$ cat src/srsw_pkg.sv
// srsw_pkg: request and result types, command and status codes
// shared by the sender window modules and its checker; no dependencies
`timescale 1ns / 1ps

package srsw_pkg;

    localparam logic [1:0] CMD_SEND    = 2'd0;
    localparam logic [1:0] CMD_ACK     = 2'd1;
    localparam logic [1:0] CMD_TIMEOUT = 2'd2;

    localparam logic [2:0] ST_OK          = 3'd0;
    localparam logic [2:0] ST_WIN_FULL    = 3'd1;
    localparam logic [2:0] ST_CORRUPT_ACK = 3'd2;
    localparam logic [2:0] ST_ACK_OUTSIDE = 3'd3;
    localparam logic [2:0] ST_TO_IGNORED  = 3'd4;

    localparam logic [3:0] RESET_WINDOW = 4'd5;
    localparam int unsigned START_SEQ   = 1;

    typedef struct packed {
        logic [1:0]  cmd;
        logic [63:0] payload;
        logic [15:0] ack_number;
        logic        ack_intact;
        logic [15:0] expired_seq;
    } srsw_in_t;

    typedef struct packed {
        logic        tx_valid;
        logic [15:0] tx_seq;
        logic [63:0] tx_payload;
        logic        timer_start;
        logic        timer_stop;
        logic [15:0] timer_seq;
        logic [3:0]  slide_count;
        logic        window_full;
        logic [2:0]  status;
    } srsw_out_t;

endpackage

$ cat src/srsw_payload_ram.sv
// srsw_payload_ram: payload store, one write port and one registered read port
// no package dependencies
`timescale 1ns / 1ps

module srsw_payload_ram #(
    parameter int DEPTH  = 8,
    parameter int WIDTH  = 64,
    parameter int ADDR_W = 3
) (
    input  logic              aclk,
    input  logic              wr_en,
    input  logic [ADDR_W-1:0] wr_addr,
    input  logic [WIDTH-1:0]  wr_data,
    input  logic              rd_en,
    input  logic [ADDR_W-1:0] rd_addr,
    output logic [WIDTH-1:0]  rd_data
);

    logic [WIDTH-1:0] mem [DEPTH];
    logic [WIDTH-1:0] rd_data_reg;

    always_ff @(posedge aclk) begin
        if (wr_en) begin
            mem[wr_addr] <= wr_data;
        end
        if (rd_en) begin
            rd_data_reg <= mem[rd_addr];
        end
    end

    assign rd_data = rd_data_reg;

endmodule

$ cat src/srsw_window_ctrl.sv
// srsw_window_ctrl: window base, next number, outstanding count, ack marks,
// window size register and the per-request decision; uses srsw_pkg
`timescale 1ns / 1ps

module srsw_window_ctrl #(
    parameter int WINDOW_MAX   = 8,
    parameter int SEQ_BITS     = 16,
    parameter int PAYLOAD_BITS = 64,
    parameter int IDX_W        = 3,
    parameter int CNT_W        = 4
) (
    input  logic                    aclk,
    input  logic                    aresetn,
    input  logic                    cfg_we,
    input  logic [3:0]              cfg_data,
    input  logic                    accept,
    input  srsw_pkg::srsw_in_t      req,
    output srsw_pkg::srsw_out_t     res,
    output logic                    use_mem,
    output logic                    ram_we,
    output logic [IDX_W-1:0]        ram_waddr,
    output logic [PAYLOAD_BITS-1:0] ram_wdata,
    output logic                    ram_re,
    output logic [IDX_W-1:0]        ram_raddr
);

    import srsw_pkg::*;

    localparam int CW = (CNT_W > 4) ? CNT_W : 4;
    localparam int DW = (SEQ_BITS > CNT_W) ? SEQ_BITS : CNT_W;

    logic [3:0]            window_size_reg;
    logic [SEQ_BITS-1:0]   base_reg, base_next;
    logic [SEQ_BITS-1:0]   next_seq_reg, next_seq_next;
    logic [CNT_W-1:0]      count_reg, count_next;
    logic [IDX_W-1:0]      head_reg, head_next;
    logic [WINDOW_MAX-1:0] acked_reg, acked_next;

    logic [CW-1:0]         eff_window;
    logic [SEQ_BITS-1:0]   ack_seq, exp_seq, ack_dist, exp_dist;
    logic [IDX_W-1:0]      ack_idx, exp_idx;
    logic                  ack_in_range, exp_in_range;
    logic [WINDOW_MAX-1:0] marks_new;
    logic [CNT_W-1:0]      run_len;
    logic                  run_on;
    logic [PAYLOAD_BITS-1:0] pay_in;

    function automatic logic [IDX_W-1:0] wrap_idx(input logic [IDX_W-1:0] a,
                                                  input logic [CNT_W-1:0] b);
        logic [CNT_W:0] s;
        s = (CNT_W+1)'(a) + (CNT_W+1)'(b);
        if (s >= (CNT_W+1)'(WINDOW_MAX)) begin
            s = s - (CNT_W+1)'(WINDOW_MAX);
        end
        return IDX_W'(s);
    endfunction

    always_comb begin
        if (window_size_reg == 4'd0) begin
            eff_window = CW'(1);
        end else if (CW'(window_size_reg) > CW'(WINDOW_MAX)) begin
            eff_window = CW'(WINDOW_MAX);
        end else begin
            eff_window = CW'(window_size_reg);
        end
    end

    assign ack_seq      = SEQ_BITS'(req.ack_number);
    assign exp_seq      = SEQ_BITS'(req.expired_seq);
    assign ack_dist     = ack_seq - base_reg;
    assign exp_dist     = exp_seq - base_reg;
    assign ack_idx      = IDX_W'(ack_dist);
    assign exp_idx      = IDX_W'(exp_dist);
    assign ack_in_range = DW'(ack_dist) < DW'(count_reg);
    assign exp_in_range = DW'(exp_dist) < DW'(count_reg);
    assign marks_new    = acked_reg | (WINDOW_MAX'(1) << ack_idx);
    assign pay_in       = PAYLOAD_BITS'(req.payload);

    // leading acknowledged slots from the base
    always_comb begin
        run_len = '0;
        run_on  = 1'b1;
        for (int i = 0; i < WINDOW_MAX; i++) begin
            if (run_on && marks_new[i]) begin
                run_len = run_len + CNT_W'(1);
            end else begin
                run_on = 1'b0;
            end
        end
    end

    always_comb begin
        res           = '0;
        use_mem       = 1'b0;
        ram_we        = 1'b0;
        ram_waddr     = wrap_idx(head_reg, count_reg);
        ram_wdata     = pay_in;
        ram_re        = 1'b0;
        ram_raddr     = wrap_idx(head_reg, CNT_W'(exp_idx));
        base_next     = base_reg;
        next_seq_next = next_seq_reg;
        count_next    = count_reg;
        head_next     = head_reg;
        acked_next    = acked_reg;
        unique case (req.cmd)
            CMD_SEND: begin
                if (CW'(count_reg) >= eff_window) begin
                    res.status = ST_WIN_FULL;
                end else begin
                    ram_we          = accept;
                    count_next      = count_reg + CNT_W'(1);
                    next_seq_next   = next_seq_reg + SEQ_BITS'(1);
                    res.tx_valid    = 1'b1;
                    res.tx_seq      = 16'(next_seq_reg);
                    res.tx_payload  = 64'(pay_in);
                    res.timer_start = 1'b1;
                    res.timer_seq   = 16'(next_seq_reg);
                end
            end
            CMD_ACK: begin
                if (!req.ack_intact) begin
                    res.status = ST_CORRUPT_ACK;
                end else if (!ack_in_range) begin
                    res.status = ST_ACK_OUTSIDE;
                end else begin
                    if (!acked_reg[ack_idx]) begin
                        res.timer_stop = 1'b1;
                        res.timer_seq  = 16'(ack_seq);
                    end
                    acked_next      = marks_new >> run_len;
                    count_next      = count_reg - run_len;
                    base_next       = base_reg + SEQ_BITS'(run_len);
                    head_next       = wrap_idx(head_reg, run_len);
                    res.slide_count = 4'(run_len);
                end
            end
            CMD_TIMEOUT: begin
                if (!exp_in_range) begin
                    res.status = ST_TO_IGNORED;
                end else if (acked_reg[exp_idx]) begin
                    res.status = ST_TO_IGNORED;
                end else begin
                    ram_re          = accept;
                    use_mem         = 1'b1;
                    res.tx_valid    = 1'b1;
                    res.tx_seq      = 16'(exp_seq);
                    res.timer_start = 1'b1;
                    res.timer_seq   = 16'(exp_seq);
                end
            end
            default: begin
            end
        endcase
        res.window_full = CW'(count_next) >= eff_window;
    end

    always_ff @(posedge aclk) begin
        if (!aresetn) begin
            window_size_reg <= RESET_WINDOW;
            base_reg        <= SEQ_BITS'(START_SEQ);
            next_seq_reg    <= SEQ_BITS'(START_SEQ);
            count_reg       <= '0;
            head_reg        <= '0;
            acked_reg       <= '0;
        end else begin
            if (cfg_we) begin
                window_size_reg <= cfg_data;
            end
            if (accept) begin
                base_reg     <= base_next;
                next_seq_reg <= next_seq_next;
                count_reg    <= count_next;
                head_reg     <= head_next;
                acked_reg    <= acked_next;
            end
        end
    end

endmodule

$ cat src/selective_repeat_sender_window.sv
// Selective-repeat sender window. One request is taken per cycle and its result
// is registered, appearing the cycle after acceptance; a new request is taken
// whenever the result register is empty or being drained. Send payloads go into
// a WINDOW_MAX-entry payload RAM addressed from a circular head pointer, and a
// retransmission reads its payload through the RAM's registered read port, which
// lands together with the result. The ack slide is a trailing-ones count over the
// WINDOW_MAX acknowledge marks, done in the cycle the ack is accepted. The
// window size register is written through cfg_valid/cfg_ready (always ready)
// and must only change while no request is in flight. No clearing pass after reset.
// Depends on srsw_pkg, srsw_window_ctrl and srsw_payload_ram.
`timescale 1ns / 1ps

module selective_repeat_sender_window #(
    parameter int WINDOW_MAX   = 8,
    parameter int SEQ_BITS     = 16,
    parameter int PAYLOAD_BITS = 64
) (
    input  logic                aclk,
    input  logic                aresetn,
    input  logic                s_valid,
    output logic                s_ready,
    input  srsw_pkg::srsw_in_t  s_data,
    output logic                m_valid,
    input  logic                m_ready,
    output srsw_pkg::srsw_out_t m_data,
    input  logic                cfg_valid,
    output logic                cfg_ready,
    input  logic [3:0]          cfg_data
);

    import srsw_pkg::*;

    localparam int IDX_W = (WINDOW_MAX > 1) ? $clog2(WINDOW_MAX) : 1;
    localparam int CNT_W = $clog2(WINDOW_MAX + 1);

    logic                    accept;
    srsw_out_t               res;
    logic                    use_mem;
    logic                    ram_we, ram_re;
    logic [IDX_W-1:0]        ram_waddr, ram_raddr;
    logic [PAYLOAD_BITS-1:0] ram_wdata, ram_rdata;

    logic      out_valid_reg;
    srsw_out_t out_reg;
    logic      use_mem_reg;

    assign cfg_ready = 1'b1;
    assign s_ready   = !out_valid_reg || m_ready;
    assign accept    = s_valid && s_ready;

    srsw_window_ctrl #(
        .WINDOW_MAX   (WINDOW_MAX),
        .SEQ_BITS     (SEQ_BITS),
        .PAYLOAD_BITS (PAYLOAD_BITS),
        .IDX_W        (IDX_W),
        .CNT_W        (CNT_W)
    ) u_ctrl (
        .aclk      (aclk),
        .aresetn   (aresetn),
        .cfg_we    (cfg_valid && cfg_ready),
        .cfg_data  (cfg_data),
        .accept    (accept),
        .req       (s_data),
        .res       (res),
        .use_mem   (use_mem),
        .ram_we    (ram_we),
        .ram_waddr (ram_waddr),
        .ram_wdata (ram_wdata),
        .ram_re    (ram_re),
        .ram_raddr (ram_raddr)
    );

    srsw_payload_ram #(
        .DEPTH  (WINDOW_MAX),
        .WIDTH  (PAYLOAD_BITS),
        .ADDR_W (IDX_W)
    ) u_ram (
        .aclk    (aclk),
        .wr_en   (ram_we),
        .wr_addr (ram_waddr),
        .wr_data (ram_wdata),
        .rd_en   (ram_re),
        .rd_addr (ram_raddr),
        .rd_data (ram_rdata)
    );

    always_ff @(posedge aclk) begin
        if (!aresetn) begin
            out_valid_reg <= 1'b0;
        end else if (accept) begin
            out_valid_reg <= 1'b1;
        end else if (m_ready) begin
            out_valid_reg <= 1'b0;
        end
    end

    always_ff @(posedge aclk) begin
        if (accept) begin
            out_reg     <= res;
            use_mem_reg <= use_mem;
        end
    end

    always_comb begin
        m_data = out_reg;
        if (use_mem_reg) begin
            m_data.tx_payload = 64'(ram_rdata);
        end
    end

    assign m_valid = out_valid_reg;

endmodule

$ cat config.mk
export PLATFORM = sky130hd
export DESIGN_NAME = selective_repeat_sender_window
export DESIGN_NICKNAME = d
export VERILOG_FILES = /design/src/srsw_pkg.sv /design/src/srsw_payload_ram.sv /design/src/srsw_window_ctrl.sv /design/src/selective_repeat_sender_window.sv
export SDC_FILE = /design/constraint.sdc
export NUM_CORES = 1
export LEC_CHECK = 0
export BUFFER_PORTS_ARGS = -buffer_cell sky130_fd_sc_hd__buf_4
export CAP_MARGIN = 5
export CORE_UTILIZATION = 30
export DETAILED_ROUTE_END_ITERATION = 6
export GPL_ROUTABILITY_DRIVEN = 1
export SYNTH_ARGS = -nofsm -noshare
export SYNTH_HDL_FRONTEND = slang
export SYNTH_SLANG_ARGS = --single-unit
$ cat constraint.sdc
create_clock -name aclk -period 10.4 [get_ports aclk]
set_input_delay 0.52 -clock aclk [delete_from_list [all_inputs] [get_ports aclk]]
set_output_delay 0.52 -clock aclk [all_outputs]
set_load 0.02 [all_outputs]
==> reports/qor.yml <==
run:
  max_cap_violations: 0
floorplanning:
  initial_utilization_pct: 30.5
  fp.coreArea_sq_mm: 0.106
  fp.dieH_um: 330
  die_area_sq_mm: 0.109
  die_w_um: 330
  rows: 119
  num_io_pins: 218
finish:
  multi_input_area_sq_mm: 0.00984
  num-fill-cells: 9901
  mostFrequentLayoutCells: "edfxtp_1, buf_4, mux4_2"
  layout-drive-gt1-share_pct: 29.9
  final_area_sq_mm: 0.0378
  final_cells: 3630
  final_nets: 2352
  final_util_pct: 35.7
  area_delta_synth_final_pct: 17.3
  diodes: 0
  final_common_cell: "edfxtp_1"
  regArea_sq_mm: 0.0216
  largest_reg_flops: 512
clocking:
  post_cts_buffers: 0
  path_clk_slew_ns: 0.06
  clock-sinks: 735
  clock_latency_ns: 0.63
  cts_tree: "yes"
  clockRootBuffer: "clkbuf_16"
  cts_buffer_depth: 3
  cts_buffers: 81
  htree_levels: 3
  ctsHoldBuffers: 0
  cts.repair.resized: 0
placed_design:
  post-place-ws_ns: 2.26
  dpl-instance-area_sq_mm: 0.0353
  dp_cells: 3486
  dpl.hpwl_um: 49700
  port_buffers: 216
  gp_congestion: 0.834
sta:
  max-slew-margin-rel_pct: 24.8
  worst_slew_pin_slew_ns: 1.13
  final.setup.tns_ns: 0
  timing.final.crit_share_pct: 75.6
  layout_setup_ws_ns: 2.53
  whs_ns: 0.110
  setup_viol: 0
  timing.final.crit_period_ns: 7.87
  max_freq_mhz: 127
  hold_violations: 0
  clock-skew-final_ns: 0.0252
  maxSlewViolCount: 0
  rsz0062_at_grt: "false"
detailed_routing:
  post_drt_via_cell_ratio: 4.96
  first_iter_violations: 1089
  drc_errors: 0
  finalWirelength_um: 81700
  ant_nets: 0
  vias: 18003
  wl_per_cell_um: 22.5
  drt_first_pass_iters: 5
synth:
  synth-warning-count: 0
  synth_seq_cells: 735
  mappedNetlistNets: 2155
  synth_cell_types: 94
  yosysSeqAreaShare_pct: 66.8
  synthArstFlopShare_pct: 0
  syn_area_per_cell_sq_um: 16.3
  synthFlopType: "edfxtp_1"
  synthCells: 1981
  synth-edff-count: 683
  synth_area_sq_mm: 0.0322
critical_path:
  crit_fanout: 24
  critPathKind: "reg -> reg"
  start_kind: "flip-flop"
  cp.arrival_ns: 8.25
  r2r_cells: 28
  rr_endpoint: "m_data[3]"
  rr_startpoint: "u_ctrl.base_reg[0]"
  r2r_slack_ns: 2.53
  crit_path_top_delay_cell: "nor2_2"
  cpPeakStageDelay_ns: 0.52
  crit_required_ns: 10.79
  cpMostUsedCell: "ha_1"
  endpoint_kind: "flip-flop"
global_routing:
  grt_pass1_wl_um: 121000
  first_global_vias: 18872
  top_usage_layer: "met2"
  grt_max_degree: 129
  gr-usage-all-layers_pct: 15.0
  antenna_found_initial: 5
  grt_util_met2_pct: 25.0
  grt_use_met1_pct: 19.5
  grt_util_met3_pct: 3.06
  grt-ovfl-total: 0
power:
  leakage_nw: 12.7
  power.total_mw: 6.70
  power_density_mw_per_mm2: 177
  max-vdd-ir-drop_mv: 0.108
outcome:
  status: "completed"
min_path:
  hold_class: "in -> reg"
  min_from: "cfg_data[0]"
  worstHoldPathCells: 3
  holdPathEnd: "u_ctrl.window_size_reg[0]"
[worst max-delay path by stage]
stage	from	to	slack (ns)	cells past startpoint
finish	u_ctrl.base_reg[0]	m_data[3]	2.53	28
CTS	u_ctrl.base_reg[0]	m_data[3]	2.56	28
floorplan	u_ctrl.window_size_reg[1]	u_ram.mem[4][0]	3.20	12
global placement	s_data[17]	m_data[3]	2.19	30
global route	u_ctrl.base_reg[0]	m_data[3]	2.00	28
detailed placement	s_data[17]	m_data[3]	2.26	30
[final cells by class]
| type | instances | share of cell area, % |
|---|---|---|
| clock buffers | 95 | 5.55 |
| repair buffers | 246 | 4.92 |
| inverters | 71 | 0.725 |
| flip-flops and latches | 735 | 57.0 |
| multi-input cells | 1043 | 26.0 |
| clock inverters | 49 | 1.20 |
| well taps | 1391 | 4.60 |
[worst max-delay path: cells and delay by family (launching register included)]
family / cells / cell delay [ns]
fa+ha+maj: 7 / 2.27
simple gates: 6 / 1.37
xor+xnor: 4 / 1.10
mux: 1 / 0.19
flops: 1 / 0.34
compound gates: 7 / 1.67
buf+inv: 3 / 0.65
[synthesized netlist by cell type, types with 10 or more instances]
| master | instances | share of area, % |
|---|---|---|
| a211oi_1 | 11 | 0.26 |
| a21boi_0 | 12 | 0.28 |
| a21o_1 | 15 | 0.35 |
| a21oi_1 | 45 | 0.70 |
| a22oi_1 | 14 | 0.33 |
| and2_1 | 74 | 1.4 |
| and3_1 | 11 | 0.21 |
| buf_1 | 14 | 0.16 |
| buf_2 | 10 | 0.16 |
| buf_4 | 46 | 1.1 |
| clkbuf_1 | 60 | 0.70 |
| dfxtp_1 | 52 | 3.2 |
| edfxtp_1 | 683 | 64 |
| ha_1 | 61 | 2.4 |
| inv_1 | 68 | 0.79 |
| mux2_2 | 130 | 4.5 |
| mux2i_1 | 18 | 0.56 |
| mux4_2 | 132 | 9.2 |
| nand2_1 | 80 | 0.93 |
| nand2b_1 | 17 | 0.33 |
| nand3_1 | 20 | 0.31 |
| nand4_1 | 14 | 0.27 |
| nor2_1 | 83 | 0.97 |
| nor2b_1 | 10 | 0.19 |
| nor3_1 | 17 | 0.26 |
| o21a_1 | 18 | 0.42 |
| o21ai_0 | 76 | 1.2 |
| or3_1 | 13 | 0.25 |
| xnor2_1 | 21 | 0.57 |
| xor2_1 | 21 | 0.57 |
[cells by family after synthesis]
family | share of synthesized area (%)
muxes | 14.4
DFF | 66.8
AOI/OAI and AO/OA | 5.82
xor gates and xnor gates | 1.24
other | 0.0116
buffers and inverters | 2.97
adders and majority gates | 2.68
and+or+nand+nor | 6.10
[routing by layer]
| metal | part of all wire [%] | up-vias |
|---|---|---|
| met2 | 49 | 495 |
| met3 | 5.3 | 137 |
| met4 | 2.7 | 10 |
| li1 | - | 8095 |
| met5 | 0.075 | - |
| met1 | 43 | 9266 |
[power by group]
part	internal (mW)	switching (mW)
Clock	1.62	1.15
Combinational	0.258	0.352
Sequential	3.30	0.0196
Total	5.18	1.52
Power figures use the tool's default switching activity.
